### src/rtl/qbdp_pkg.sv
// shared constants, types and command structs for the q4 block dot product
`timescale 1ns / 1ps

package qbdp_pkg;

   // elements per quantized block and bytes per block (two nibbles per byte)
   localparam int BLOCK_ELEMENTS  = 32;
   localparam int BYTES_PER_BLOCK = BLOCK_ELEMENTS / 2;

   // byte position counter width
   localparam int POS_W = (BYTES_PER_BLOCK > 1) ? $clog2(BYTES_PER_BLOCK) : 1;

   // field widths
   localparam int BYTE_W  = 8;
   localparam int NIB_W   = 4;
   localparam int SCALE_W = 16;
   localparam int ACT_W   = 16;
   localparam int ROW_W   = 48;
   localparam int IDX_W   = 16;

   // nibble offset and fixed point shift of the scaled block sum
   localparam int NIBBLE_BIAS = 8;
   localparam int SCALE_SHIFT = 12;

   // biased weight, one product, sum of the two products of a byte
   localparam int WEIGHT_W = NIB_W + 1;
   localparam int PROD1_W  = WEIGHT_W + ACT_W;
   localparam int PAIR_W   = PROD1_W;
   // block sum grows by log2 of the byte count
   localparam int BLOCK_ACC_W = PAIR_W + $clog2(BYTES_PER_BLOCK);
   // block sum times scale, then after the shift
   localparam int PROD_W = BLOCK_ACC_W + SCALE_W;
   localparam int TERM_W = PROD_W - SCALE_SHIFT;

   // commands from controller to datapath
   typedef struct packed {
      logic mac;     // transaction accepted: accumulate the byte
      logic scale;   // multiply the finished block sum by its scale
      logic row;     // add the scaled block into the row accumulator
      logic emit;    // load the result register and start a new row
   } dp_cmd_type;

   // status from datapath to controller
   typedef struct packed {
      logic block_end;   // the byte at the input completes a block
   } dp_status_type;

endpackage

### src/rtl/qbdp_ctrl.sv
// controller state machine: input acceptance, block and row sequencing, result valid
`timescale 1ns / 1ps

module qbdp_ctrl (
   input  logic                   clock,
   input  logic                   reset,
   input  logic                   req_valid,
   input  logic                   req_last_in_row,
   output logic                   req_stall,
   output logic                   rsp_valid,
   input  logic                   rsp_stall,
   input  qbdp_pkg::dp_status_type status,
   output qbdp_pkg::dp_cmd_type    cmd
);

   typedef enum logic [1:0] {
      S_IDLE,
      S_SCALE,
      S_ROW,
      S_EMIT
   } state_type;

   state_type state_ff, state_in;
   logic      last_ff, last_in;
   logic      rsp_valid_ff, rsp_valid_in;
   logic      accept;
   logic      out_free;

   assign accept    = req_valid && (state_ff == S_IDLE);
   assign out_free  = !rsp_valid_ff || !rsp_stall;
   assign req_stall = (state_ff != S_IDLE);
   assign rsp_valid = rsp_valid_ff;

   // datapath commands
   always_comb begin
      cmd       = '0;
      cmd.mac   = accept;
      cmd.scale = (state_ff == S_SCALE);
      cmd.row   = (state_ff == S_ROW);
      cmd.emit  = (state_ff == S_EMIT) && out_free;
   end

   // next state
   always_comb begin
      state_in     = state_ff;
      last_in      = last_ff;
      rsp_valid_in = rsp_valid_ff && rsp_stall;
      case (state_ff)
         S_IDLE: begin
            if (accept) begin
               last_in = req_last_in_row;
               if (status.block_end) begin
                  state_in = S_SCALE;
               end else if (req_last_in_row) begin
                  state_in = S_EMIT;
               end
            end
         end
         S_SCALE: begin
            state_in = S_ROW;
         end
         S_ROW: begin
            state_in = last_ff ? S_EMIT : S_IDLE;
         end
         S_EMIT: begin
            if (out_free) begin
               rsp_valid_in = 1'b1;
               state_in     = S_IDLE;
            end
         end
         default: begin
            state_in = S_IDLE;
         end
      endcase
   end

   // state and registered outputs
   always_ff @(posedge clock) begin
      if (reset) begin
         state_ff     <= S_IDLE;
         last_ff      <= 1'b0;
         rsp_valid_ff <= 1'b0;
      end else begin
         state_ff     <= state_in;
         last_ff      <= last_in;
         rsp_valid_ff <= rsp_valid_in;
      end
   end

endmodule

### src/rtl/qbdp_datapath.sv
// datapath: nibble products, block sum, scale multiply, saturating row sum, result register
`timescale 1ns / 1ps

module qbdp_datapath (
   input  logic                                  clock,
   input  logic                                  reset,
   input  qbdp_pkg::dp_cmd_type                   cmd,
   output qbdp_pkg::dp_status_type                status,
   input  logic        [qbdp_pkg::BYTE_W-1:0]     req_quant_byte,
   input  logic signed [qbdp_pkg::SCALE_W-1:0]    req_block_scale,
   input  logic signed [qbdp_pkg::ACT_W-1:0]      req_act_even,
   input  logic signed [qbdp_pkg::ACT_W-1:0]      req_act_odd,
   output logic signed [qbdp_pkg::ROW_W-1:0]      rsp_row_sum,
   output logic        [qbdp_pkg::IDX_W-1:0]      rsp_row_index,
   output logic                                  rsp_saturated
);

   localparam logic [qbdp_pkg::POS_W-1:0] POS_LAST =
      qbdp_pkg::POS_W'(qbdp_pkg::BYTES_PER_BLOCK - 1);
   localparam logic signed [qbdp_pkg::WEIGHT_W-1:0] BIAS =
      qbdp_pkg::WEIGHT_W'(qbdp_pkg::NIBBLE_BIAS);
   localparam logic signed [qbdp_pkg::ROW_W-1:0] ROW_MAX =
      {1'b0, {(qbdp_pkg::ROW_W-1){1'b1}}};
   localparam logic signed [qbdp_pkg::ROW_W-1:0] ROW_MIN =
      {1'b1, {(qbdp_pkg::ROW_W-1){1'b0}}};

   logic        [qbdp_pkg::POS_W-1:0]       pos_ff, pos_in;
   logic signed [qbdp_pkg::BLOCK_ACC_W-1:0] block_acc_ff, block_acc_in;
   logic signed [qbdp_pkg::SCALE_W-1:0]     scale_ff, scale_in;
   logic signed [qbdp_pkg::PROD_W-1:0]      prod_ff, prod_in;
   logic signed [qbdp_pkg::ROW_W-1:0]       row_acc_ff, row_acc_in;
   logic                                    clip_ff, clip_in;
   logic        [qbdp_pkg::IDX_W-1:0]       row_cnt_ff, row_cnt_in;
   logic signed [qbdp_pkg::ROW_W-1:0]       sum_out_ff, sum_out_in;
   logic        [qbdp_pkg::IDX_W-1:0]       idx_out_ff, idx_out_in;
   logic                                    sat_out_ff, sat_out_in;

   logic signed [qbdp_pkg::WEIGHT_W-1:0]    w_even, w_odd;
   logic signed [qbdp_pkg::PROD1_W-1:0]     p_even, p_odd;
   logic signed [qbdp_pkg::PAIR_W-1:0]      pair;
   logic signed [qbdp_pkg::TERM_W-1:0]      term;
   logic signed [qbdp_pkg::ROW_W:0]         row_sum_wide;
   logic                                    row_ovf;

   assign status.block_end = (pos_ff == POS_LAST);

   // nibble minus bias times activation, both halves of the byte
   always_comb begin
      w_even = $signed({1'b0, req_quant_byte[qbdp_pkg::NIB_W-1:0]}) - BIAS;
      w_odd  = $signed({1'b0, req_quant_byte[qbdp_pkg::BYTE_W-1:qbdp_pkg::NIB_W]}) - BIAS;
      p_even = w_even * req_act_even;
      p_odd  = w_odd * req_act_odd;
      pair   = p_even + p_odd;
   end

   // scaled block term, floor shift, then 49-bit add for the saturation check
   always_comb begin
      prod_in      = block_acc_ff * scale_ff;
      term         = qbdp_pkg::TERM_W'(prod_ff >>> qbdp_pkg::SCALE_SHIFT);
      row_sum_wide = (qbdp_pkg::ROW_W+1)'(row_acc_ff) + (qbdp_pkg::ROW_W+1)'(term);
      row_ovf      = row_sum_wide[qbdp_pkg::ROW_W] != row_sum_wide[qbdp_pkg::ROW_W-1];
   end

   // next values of the accumulators and result register
   always_comb begin
      pos_in       = pos_ff;
      block_acc_in = block_acc_ff;
      scale_in     = scale_ff;
      row_acc_in   = row_acc_ff;
      clip_in      = clip_ff;
      row_cnt_in   = row_cnt_ff;
      sum_out_in   = sum_out_ff;
      idx_out_in   = idx_out_ff;
      sat_out_in   = sat_out_ff;

      if (cmd.mac) begin
         block_acc_in = block_acc_ff + qbdp_pkg::BLOCK_ACC_W'(pair);
         scale_in     = req_block_scale;
         pos_in       = status.block_end ? '0 : pos_ff + 1'b1;
      end

      if (cmd.scale) begin
         block_acc_in = '0;
      end

      if (cmd.row) begin
         if (row_ovf) begin
            row_acc_in = row_sum_wide[qbdp_pkg::ROW_W] ? ROW_MIN : ROW_MAX;
            clip_in    = 1'b1;
         end else begin
            row_acc_in = row_sum_wide[qbdp_pkg::ROW_W-1:0];
         end
      end

      // row end: hand the sums to the result register and open a new row
      if (cmd.emit) begin
         sum_out_in   = row_acc_ff;
         idx_out_in   = row_cnt_ff;
         sat_out_in   = clip_ff;
         block_acc_in = '0;
         pos_in       = '0;
         row_acc_in   = '0;
         clip_in      = 1'b0;
         row_cnt_in   = row_cnt_ff + 1'b1;
      end
   end

   // running state
   always_ff @(posedge clock) begin
      if (reset) begin
         pos_ff       <= '0;
         block_acc_ff <= '0;
         row_acc_ff   <= '0;
         clip_ff      <= 1'b0;
         row_cnt_ff   <= '0;
      end else begin
         pos_ff       <= pos_in;
         block_acc_ff <= block_acc_in;
         row_acc_ff   <= row_acc_in;
         clip_ff      <= clip_in;
         row_cnt_ff   <= row_cnt_in;
      end
   end

   // payload registers
   always_ff @(posedge clock) begin
      scale_ff   <= scale_in;
      sum_out_ff <= sum_out_in;
      idx_out_ff <= idx_out_in;
      sat_out_ff <= sat_out_in;
      if (cmd.scale) begin
         prod_ff <= prod_in;
      end
   end

   assign rsp_row_sum   = sum_out_ff;
   assign rsp_row_index = idx_out_ff;
   assign rsp_saturated = sat_out_ff;

endmodule

### src/rtl/q4_block_dot_product.sv
// top level of the q4 block dot product: controller, datapath and checks
//
//   channel | ports                                         | direction
//   req     | req_valid req_stall quant_byte block_scale ... | in, one packed weight byte
//   rsp     | rsp_valid rsp_stall row_sum row_index saturated| out, one per row
//
// a byte that does not complete a block is taken while the controller stays idle; a byte
// that completes a block runs the steps accumulate, scale multiply, saturating row add
// a row-ending byte adds a step that loads the result register, held while
// the previous result is still stalled there
// reset is synchronous and clears the state machine, the block and row sums and the row count
// the next row is accepted while a finished result waits in the output register
`timescale 1ns / 1ps

module q4_block_dot_product (
   input  logic                                  clock,
   input  logic                                  reset,
   input  logic                                  req_valid,
   output logic                                  req_stall,
   input  logic        [qbdp_pkg::BYTE_W-1:0]     req_quant_byte,
   input  logic signed [qbdp_pkg::SCALE_W-1:0]    req_block_scale,
   input  logic signed [qbdp_pkg::ACT_W-1:0]      req_act_even,
   input  logic signed [qbdp_pkg::ACT_W-1:0]      req_act_odd,
   input  logic                                  req_last_in_row,
   output logic                                  rsp_valid,
   input  logic                                  rsp_stall,
   output logic signed [qbdp_pkg::ROW_W-1:0]      rsp_row_sum,
   output logic        [qbdp_pkg::IDX_W-1:0]      rsp_row_index,
   output logic                                  rsp_saturated
);

   qbdp_pkg::dp_cmd_type    dp_cmd;
   qbdp_pkg::dp_status_type dp_status;

   // sequencing
   qbdp_ctrl u_ctrl (
      .clock           (clock),
      .reset           (reset),
      .req_valid       (req_valid),
      .req_last_in_row (req_last_in_row),
      .req_stall       (req_stall),
      .rsp_valid       (rsp_valid),
      .rsp_stall       (rsp_stall),
      .status          (dp_status),
      .cmd             (dp_cmd)
   );

   // arithmetic and result register
   qbdp_datapath u_datapath (
      .clock           (clock),
      .reset           (reset),
      .cmd             (dp_cmd),
      .status          (dp_status),
      .req_quant_byte  (req_quant_byte),
      .req_block_scale (req_block_scale),
      .req_act_even    (req_act_even),
      .req_act_odd     (req_act_odd),
      .rsp_row_sum     (rsp_row_sum),
      .rsp_row_index   (rsp_row_index),
      .rsp_saturated   (rsp_saturated)
   );

`ifndef ASSERT_OFF
   // a scale multiply is always followed by the row add
   a_scale_then_row: assert property (@(posedge clock) disable iff (reset)
      dp_cmd.scale |=> dp_cmd.row)
      else $error("scale step not followed by row add");

   // loading the result register always raises the result valid
   a_emit_valid: assert property (@(posedge clock) disable iff (reset)
      dp_cmd.emit |=> rsp_valid)
      else $error("result not presented after emit");

   // a new result appears only from an emit step
   a_valid_from_emit: assert property (@(posedge clock) disable iff (reset)
      $rose(rsp_valid) |-> $past(dp_cmd.emit))
      else $error("result valid rose without emit");

   // no transaction is taken while a block or row is being finished
   a_no_accept_busy: assert property (@(posedge clock) disable iff (reset)
      (dp_cmd.scale || dp_cmd.row) |-> req_stall)
      else $error("input taken during block finish");
`endif

endmodule
### config.mk
export PLATFORM = sky130hd
export DESIGN_NAME = q4_block_dot_product
export DESIGN_NICKNAME = d
export VERILOG_FILES = /design/src/rtl/qbdp_pkg.sv /design/src/rtl/qbdp_ctrl.sv /design/src/rtl/qbdp_datapath.sv /design/src/rtl/q4_block_dot_product.sv
export SDC_FILE = /design/constraint.sdc
export NUM_CORES = 2
export LEC_CHECK = 0
export BUFFER_PORTS_ARGS = -buffer_cell sky130_fd_sc_hd__buf_2
export CORE_ASPECT_RATIO = 1.5
export CORE_MARGIN = 1.5
export CORE_UTILIZATION = 54
export CTS_CLUSTER_DIAMETER = 40
export DETAILED_ROUTE_END_ITERATION = 10
export GPL_TIMING_DRIVEN = 0
export PLACE_DENSITY_LB_ADDON = 0.15
export SKIP_CTS_REPAIR_TIMING = 1
export SLEW_MARGIN = 20
export SYNTH_ARGS = -nofsm -noshare
export SYNTH_HDL_FRONTEND = slang
export SYNTH_SLANG_ARGS = --single-unit
### constraint.sdc
create_clock -name clock -period 7.87 [get_ports clock]
set_input_delay 1.574 -clock clock [delete_from_list [all_inputs] [get_ports clock]]
set_output_delay 1.574 -clock clock [all_outputs]
set_load 0.005 [all_outputs]
### After elaboration in Yosys (flattened, before gate mapping)

Index checks and enable logic that the tools add are counted.

| word-level totals | value |
|---|---|
| flip-flop bits (word level) | 220 |
| input bits | 61 |
| output and inout bits | 67 |
| logic and storage cells | 55 |

| cells by class | value |
|---|---|
| $add $sub $neg | 7 |
| $mul | 3 |
| equal/unequal tests | 8 |
| muxes and demuxes | 11 |
| reduce and logical (&&, ||, !) cells | 13 |

Operators by type and width:

| kind | number |
|---|---|
| $mux W48 | 2 |
| $add A48 B29 Y49 | 1 |
| $mul A5 B16 Y21 | 2 |
| $mul A25 B16 Y41 | 1 |
| $add A25 B21 Y25 | 1 |
| $add A21 B21 Y21 | 1 |
| $add A16 B1 Y16 const B | 1 |
| $mux W2 | 5 |
| $sub A4 B4 Y5 const B | 2 |
| $pmux W2 S4 | 1 |
| $add A4 B1 Y4 const B | 1 |
| $eq A2 B2 Y1 const B | 2 |
| $eq A4 B4 Y1 const B | 1 |
| $mux W4 | 1 |
| $ne A2 B1 Y1 const B | 2 |
| $reduce_and A2 Y1 | 2 |
| $logic_and A1 B1 Y1 | 3 |
| $ne A3 B2 Y1 const B | 1 |
| $reduce_and A3 Y1 | 1 |
| $reduce_or A3 Y1 | 1 |
| $eq A2 B1 Y1 const B | 1 |
| $logic_not A1 Y1 | 2 |
| $logic_not A2 Y1 | 1 |
| $mux W1 | 2 |
| other kinds (4) | 4 |

### Logic depth before layout (Yosys ltp)

| logic depth | value |
|---|---|
| depth in word-level cells | 4 |
| mapped depth | 33 |
| mapped depth without buffers | 31 |

### By module

A second synthesis with hierarchy kept.

| second synthesis, totals | value |
|---|---|
| cell total of the unflattened synthesis | 3233 |
| area, all modules | 30264.0 um2 |

Modules (own cells, without submodules):

| module | times used | cells an instance | area each (um2) | sequential area each (um2) |
|---|---|---|---|---|
| qbdp_datapath | 1 | 3208 | 30038.8 | 5185.0 |
| qbdp_ctrl | 1 | 25 | 225.2 | 80.1 |

### Least setup slack after synthesis

OpenSTA, ideal clock, no wires.

| timing path | value |
|---|---|
| kind | input-to-reg |
| start | input port req_quant_byte[3] (netlist bit) |
| end | register u_datapath.block_acc_ff[24] (netlist bit) |
| library setup time | 72 ps |
| arrival time | 8142 ps |
| required time | 7798 ps |
| slack | -343 ps |
| cell stages on the path | 33 |
| buffers on the path | 2 |
| cell sequence | clkbuf_1 clkbuf_1 nor2_1 fa_1 inv_1 fa_1 inv_1 fa_1 fa_1 inv_1 fa_1 inv_1 ha_1 inv_1 o21ai_0 a21oi_1 o21bai_1 nand2b_1 a31o_2 a21oi_1 and2_1 o21ai_0 a221oi_1 ha_1 a21oi_1 nor2b_1 o21ai_0 nand2b_1 a22oi_1 a31oi_1 or3_1 mux2i_1 mux2i_1 |

| on the way | value |
|---|---|
| longest elaborated chain between the ends | 4 |

RTL lines:

| item | RTL line | text |
|---|---|---|
| from (decl) | q4_block_dot_product.sv:20 | `input logic [qbdp_pkg::BYTE_W-1:0] req_quant_byte,` |
| $sub A4 B4 Y5 | qbdp_datapath.sv:49 | `w_even = $signed({1'b0, req_quant_byte[qbdp_pkg::NIB_W-1:0]}) - BIAS;` |
| $mul A5 B16 Y21 | qbdp_datapath.sv:51 | `p_even = w_even * req_act_even;` |
| $add A21 B21 Y21 | qbdp_datapath.sv:53 | `pair = p_even + p_odd;` |
| $add A25 B21 Y25 | qbdp_datapath.sv:77 | `block_acc_in = block_acc_ff + qbdp_pkg::BLOCK_ACC_W'(pair);` |
| to (signal assigned) | qbdp_datapath.sv:118 | `block_acc_ff <= block_acc_in;` |
| to (decl) | qbdp_datapath.sv:28 | `logic signed [qbdp_pkg::BLOCK_ACC_W-1:0] block_acc_ff, block_acc_in;` |

Every way passes these cells.
A chain may end at the register's enable or synchronous reset.

### Worst setup path in the final report

| timing path | value |
|---|---|
| start | register u_datapath.scale_ff[13] (netlist bit) |
| end | register u_datapath.prod_ff[40] (netlist bit), data pin |

| on the way | value |
|---|---|
| longest elaborated chain between the ends | 1 |

RTL lines:

| item | RTL line | text |
|---|---|---|
| from (decl) | qbdp_datapath.sv:29 | `logic signed [qbdp_pkg::SCALE_W-1:0] scale_ff, scale_in;` |
| from (signal assigned) | qbdp_datapath.sv:127 | `scale_ff <= scale_in;` |
| $mul A25 B16 Y41 | qbdp_datapath.sv:58 | `prod_in = block_acc_ff * scale_ff;` |
| named net u_datapath.prod_in (one bit) | qbdp_datapath.sv:30 | `logic signed [qbdp_pkg::PROD_W-1:0] prod_ff, prod_in;` |
| to (signal assigned) | qbdp_datapath.sv:132 | `prod_ff <= prod_in;` |
| to (decl) | qbdp_datapath.sv:30 |  |

The timed path passes the listed nets, and every way through them passes these cells.

==> run_results.csv <==
group,metric,value,unit
run_status,outcome,"finished clean",
detailed_routing,dr.pass1.iters,7,
synthesis,async_flop_share,0,%
layout,nFillCells,4931,
setup_path,worstPathRequired,8.16,ns
synthesis,syn-num-nets,4045,
sta,hold_viol,0,
sta,fin_crit,7.666,ns
synthesis,synth_area,0.03036,mm^2
grt,grt_pass1_wl,131.9,mm
detailed_routing,vias,22840,
layout,drive_gt1_share,11.58,%
clocking,cts.sinks,208,
sta,slew_violations,0,
grt,antenna_found_initial,3,
setup_path,setup.worst_path.end_class,"flop",
setup_path,path_cells,"clkbuf_2, nand2_1, fa_1, fa_1, inv_1, fa_1, inv_1, fa_1, fa_1, inv_1, fa_1, ha_1, nand4_1, a21oi_1, a211oi_2, or4_1, o211ai_1, a311oi_2, o21ai_2, a21oi_2, a21oi_2, a21oi_1, xnor2_2",
layout,design_area,0.03369,mm^2
sta,fin_hold_ws,0.4478,ns
sta,setup_viol,0,
clocking,cts-buffers-inserted,29,
flow_run,drv_cap,0,
place,gp_congestion,0.9389,
grt,gr-total-overflow,0,
floorplan,io_pins,128,
sta,slew_headroom,33.22,%
setup_path,slowest_stage,"edfxtp_1",
layout,mostFrequentLayoutCell,"inv_1",
clocking,cts_tree,"yes",
sta,fin_skew,0.01776,ns
sta,max_freq,130.4,MHz
synthesis,synth-edff-count,110,
synthesis,synth-seq-cells,208,
synthesis,syn_inst,3237,
clocking,htreeDepth,1,
detailed_routing,antenna_left,0,
detailed_routing,drc_errors,0,
layout,final_cell_mix,"580 x inv_1, 523 x fa_1, 384 x nand2_1",
clocking,clkTransAtPathRegs,0.06,ns
clocking,clock_path_buffers,3,
synthesis,ys.flop_type,"edfxtp_1",
sta,finalCritPeriodShare,97.41,%
synthesis,ys_types,69,
place,dpl_cell_area,0.03205,mm^2
grt,track_usage,29.84,%
clocking,insertion_delay,0.57,ns
place,port_buffers,126,
floorplan,num_rows,106,
detailed_routing,drt-total-wl,83.45,mm
clocking,cts_root_buf,"clkbuf_16",
floorplan,die_y,293.4,um
grt,grt_max_degree,26,
setup_path,cp.arrival,7.95,ns
setup_path,crit_path_frequent_cell,"fa_1",
detailed_routing,wl_per_cell,20.12,um
synthesis,seq_area_frac_synth,17.34,%
floorplan,die_area,0.05769,mm^2
synthesis,yosys_warnings,0,
setup_path,crit_family,"adder cells",
layout,area_growth,10.95,%
detailed_routing,drtIter0Drc,885,
hold_path,hp-class,"reg2reg",
setup_path,worst-path-max-fanout,10,
sta,worstMarginPinSlew,0.9980,ns
setup_path,worstSetupPathType,"reg2reg",
setup_path,path_buf_inv,4,
setup_path,cp-start-kind,"flop",
detailed_routing,routed_via_density,5.506,
floorplan,start_util,54.51,%
place,dpl.hpwl,71.29,mm
floorplan,die_w,196.6,um
floorplan,fp.coreArea,0.05570,mm^2
synthesis,syn_area_per_cell,9.380,um^2
layout,fin_nets,4230,
setup_path,slowest_delay,0.70,ns
grt,grt_pass1_vias,25080,
-- cells in the mapped netlist (7+ instances only) --
cell type	n	area [um^2]
inv_1	583	2188
fa_1	524	10490
nand2_1	384	1441
ha_1	223	2790
and2_1	215	1345
a21oi_1	166	830.8
nor2_1	120	450.4
clkbuf_1	110	412.9
edfxtp_1	110	3303
o21ai_0	104	520.5
dfxtp_1	98	1962
xnor2_1	89	779.5
a21o_1	60	450.4
xor2_1	46	402.9
nand2b_1	39	244.0
nor2b_1	31	193.9
nand3_1	30	150.1
a21oi_2	27	236.5
maj3_2	27	304.0
and3_1	20	125.1
nor3_1	20	100.1
or2_2	19	118.9
nand4_1	17	106.4
a31oi_1	16	100.1
o21a_1	13	97.59
o21ai_1	11	55.05
o21bai_1	11	82.58
or3_1	11	68.82
a211oi_1	10	75.07
buf_2	8	40.04
o211ai_1	8	60.06
maj3_1	7	70.07
-- worst register-to-register path: cells and delay by family (launching register included) --
family	cells	cell delay, ns
buf+inv	4	0.59
simple gates	3	0.83
compound gates	8	1.79
flops	1	0.70
xor+xnor	1	0.17
fa+ha+maj	7	3.30
-- cell type report --
cell class	count	area [um^2]	area share (%)
Clock buffer	33	740.7	2.199
Antenna cell	1	2.502	0.007428
Multi-Input combinational cell	2319	22650	67.23
Buffer	125	681.9	2.024
Timing Repair Buffer	155	987.2	2.930
Tap cell	702	878.3	2.607
Inverter	584	2200	6.529
Clock inverter	21	269.0	0.7985
Sequential cell	208	5279	15.67
-- registers in the layout, summed over array words and instances, names as in the netlist --
register                  cells
u_ctrl.rsp_valid              1
u_datapath.rsp_row_index     16
u_datapath.scale_ff          16
u_datapath.clip_ff            1
u_datapath.row_cnt_ff        16
u_datapath.pos_ff             4
u_datapath.rsp_saturated      1
u_datapath.row_acc_ff        48
u_ctrl.last_ff                1
u_datapath.block_acc_ff      25
u_ctrl.state_ff               2
u_datapath.prod_ff           29
u_datapath.rsp_row_sum       48
-- cell families after synthesis --
family	share of synthesized area, %
fa+ha+maj	44.97
compound gates	10.01
flops	17.34
mux	0.1648
buf+inv	8.934
xor+xnor	3.894
simple gates	14.68
-- per-stage QoR --
stage | setup TNS [ns] | cells | worst slack (ns) | util [%]
floorplan | -0.03577 | 3237 | -0.03577 | -
global placement | -74.53 | 4065 | -1.661 | 57.32
detailed placement | -17.00 | 4069 | -1.594 | 57.54
CTS | -9.155 | 4123 | -1.002 | 59.35
global route | -0.2403 | 4147 | -0.1138 | 60.47
finish | 0 | 4148 | 0.2039 | 60.48
-- path summary, 6_finish.rpt --
path	start	end	slack, ns	cells after the start
worst min-delay path	u_datapath.clip_ff$_SDFFE_PP0P_	u_datapath.rsp_saturated$_DFFE_PP_	0.45	0
worst max register to register	u_datapath.scale_ff[13]$_DFFE_PP_	u_datapath.prod_ff[40]$_DFFE_PP_	0.20	23
worst min register to register	u_datapath.clip_ff$_SDFFE_PP0P_	u_datapath.rsp_saturated$_DFFE_PP_	0.45	0
worst max-delay path	u_datapath.scale_ff[13]$_DFFE_PP_	u_datapath.prod_ff[40]$_DFFE_PP_	0.20	23
-- routing by layer --
| layer | part of all wire (%) | up-vias | GRT usage, % |
|---|---|---|---|
| met5 | 0 | - | 0 |
| met3 | 3.2 | 242 | 2.720 |
| met1 | 33 | 11390 | 29.25 |
| li1 | - | 10590 | - |
| met4 | 7.7 | 0 | 19.42 |
| met2 | 56 | 621 | 58.76 |
Power is not shown: default switching activity piles up to over one toggle a cycle in this logic, so the estimate is an artifact.
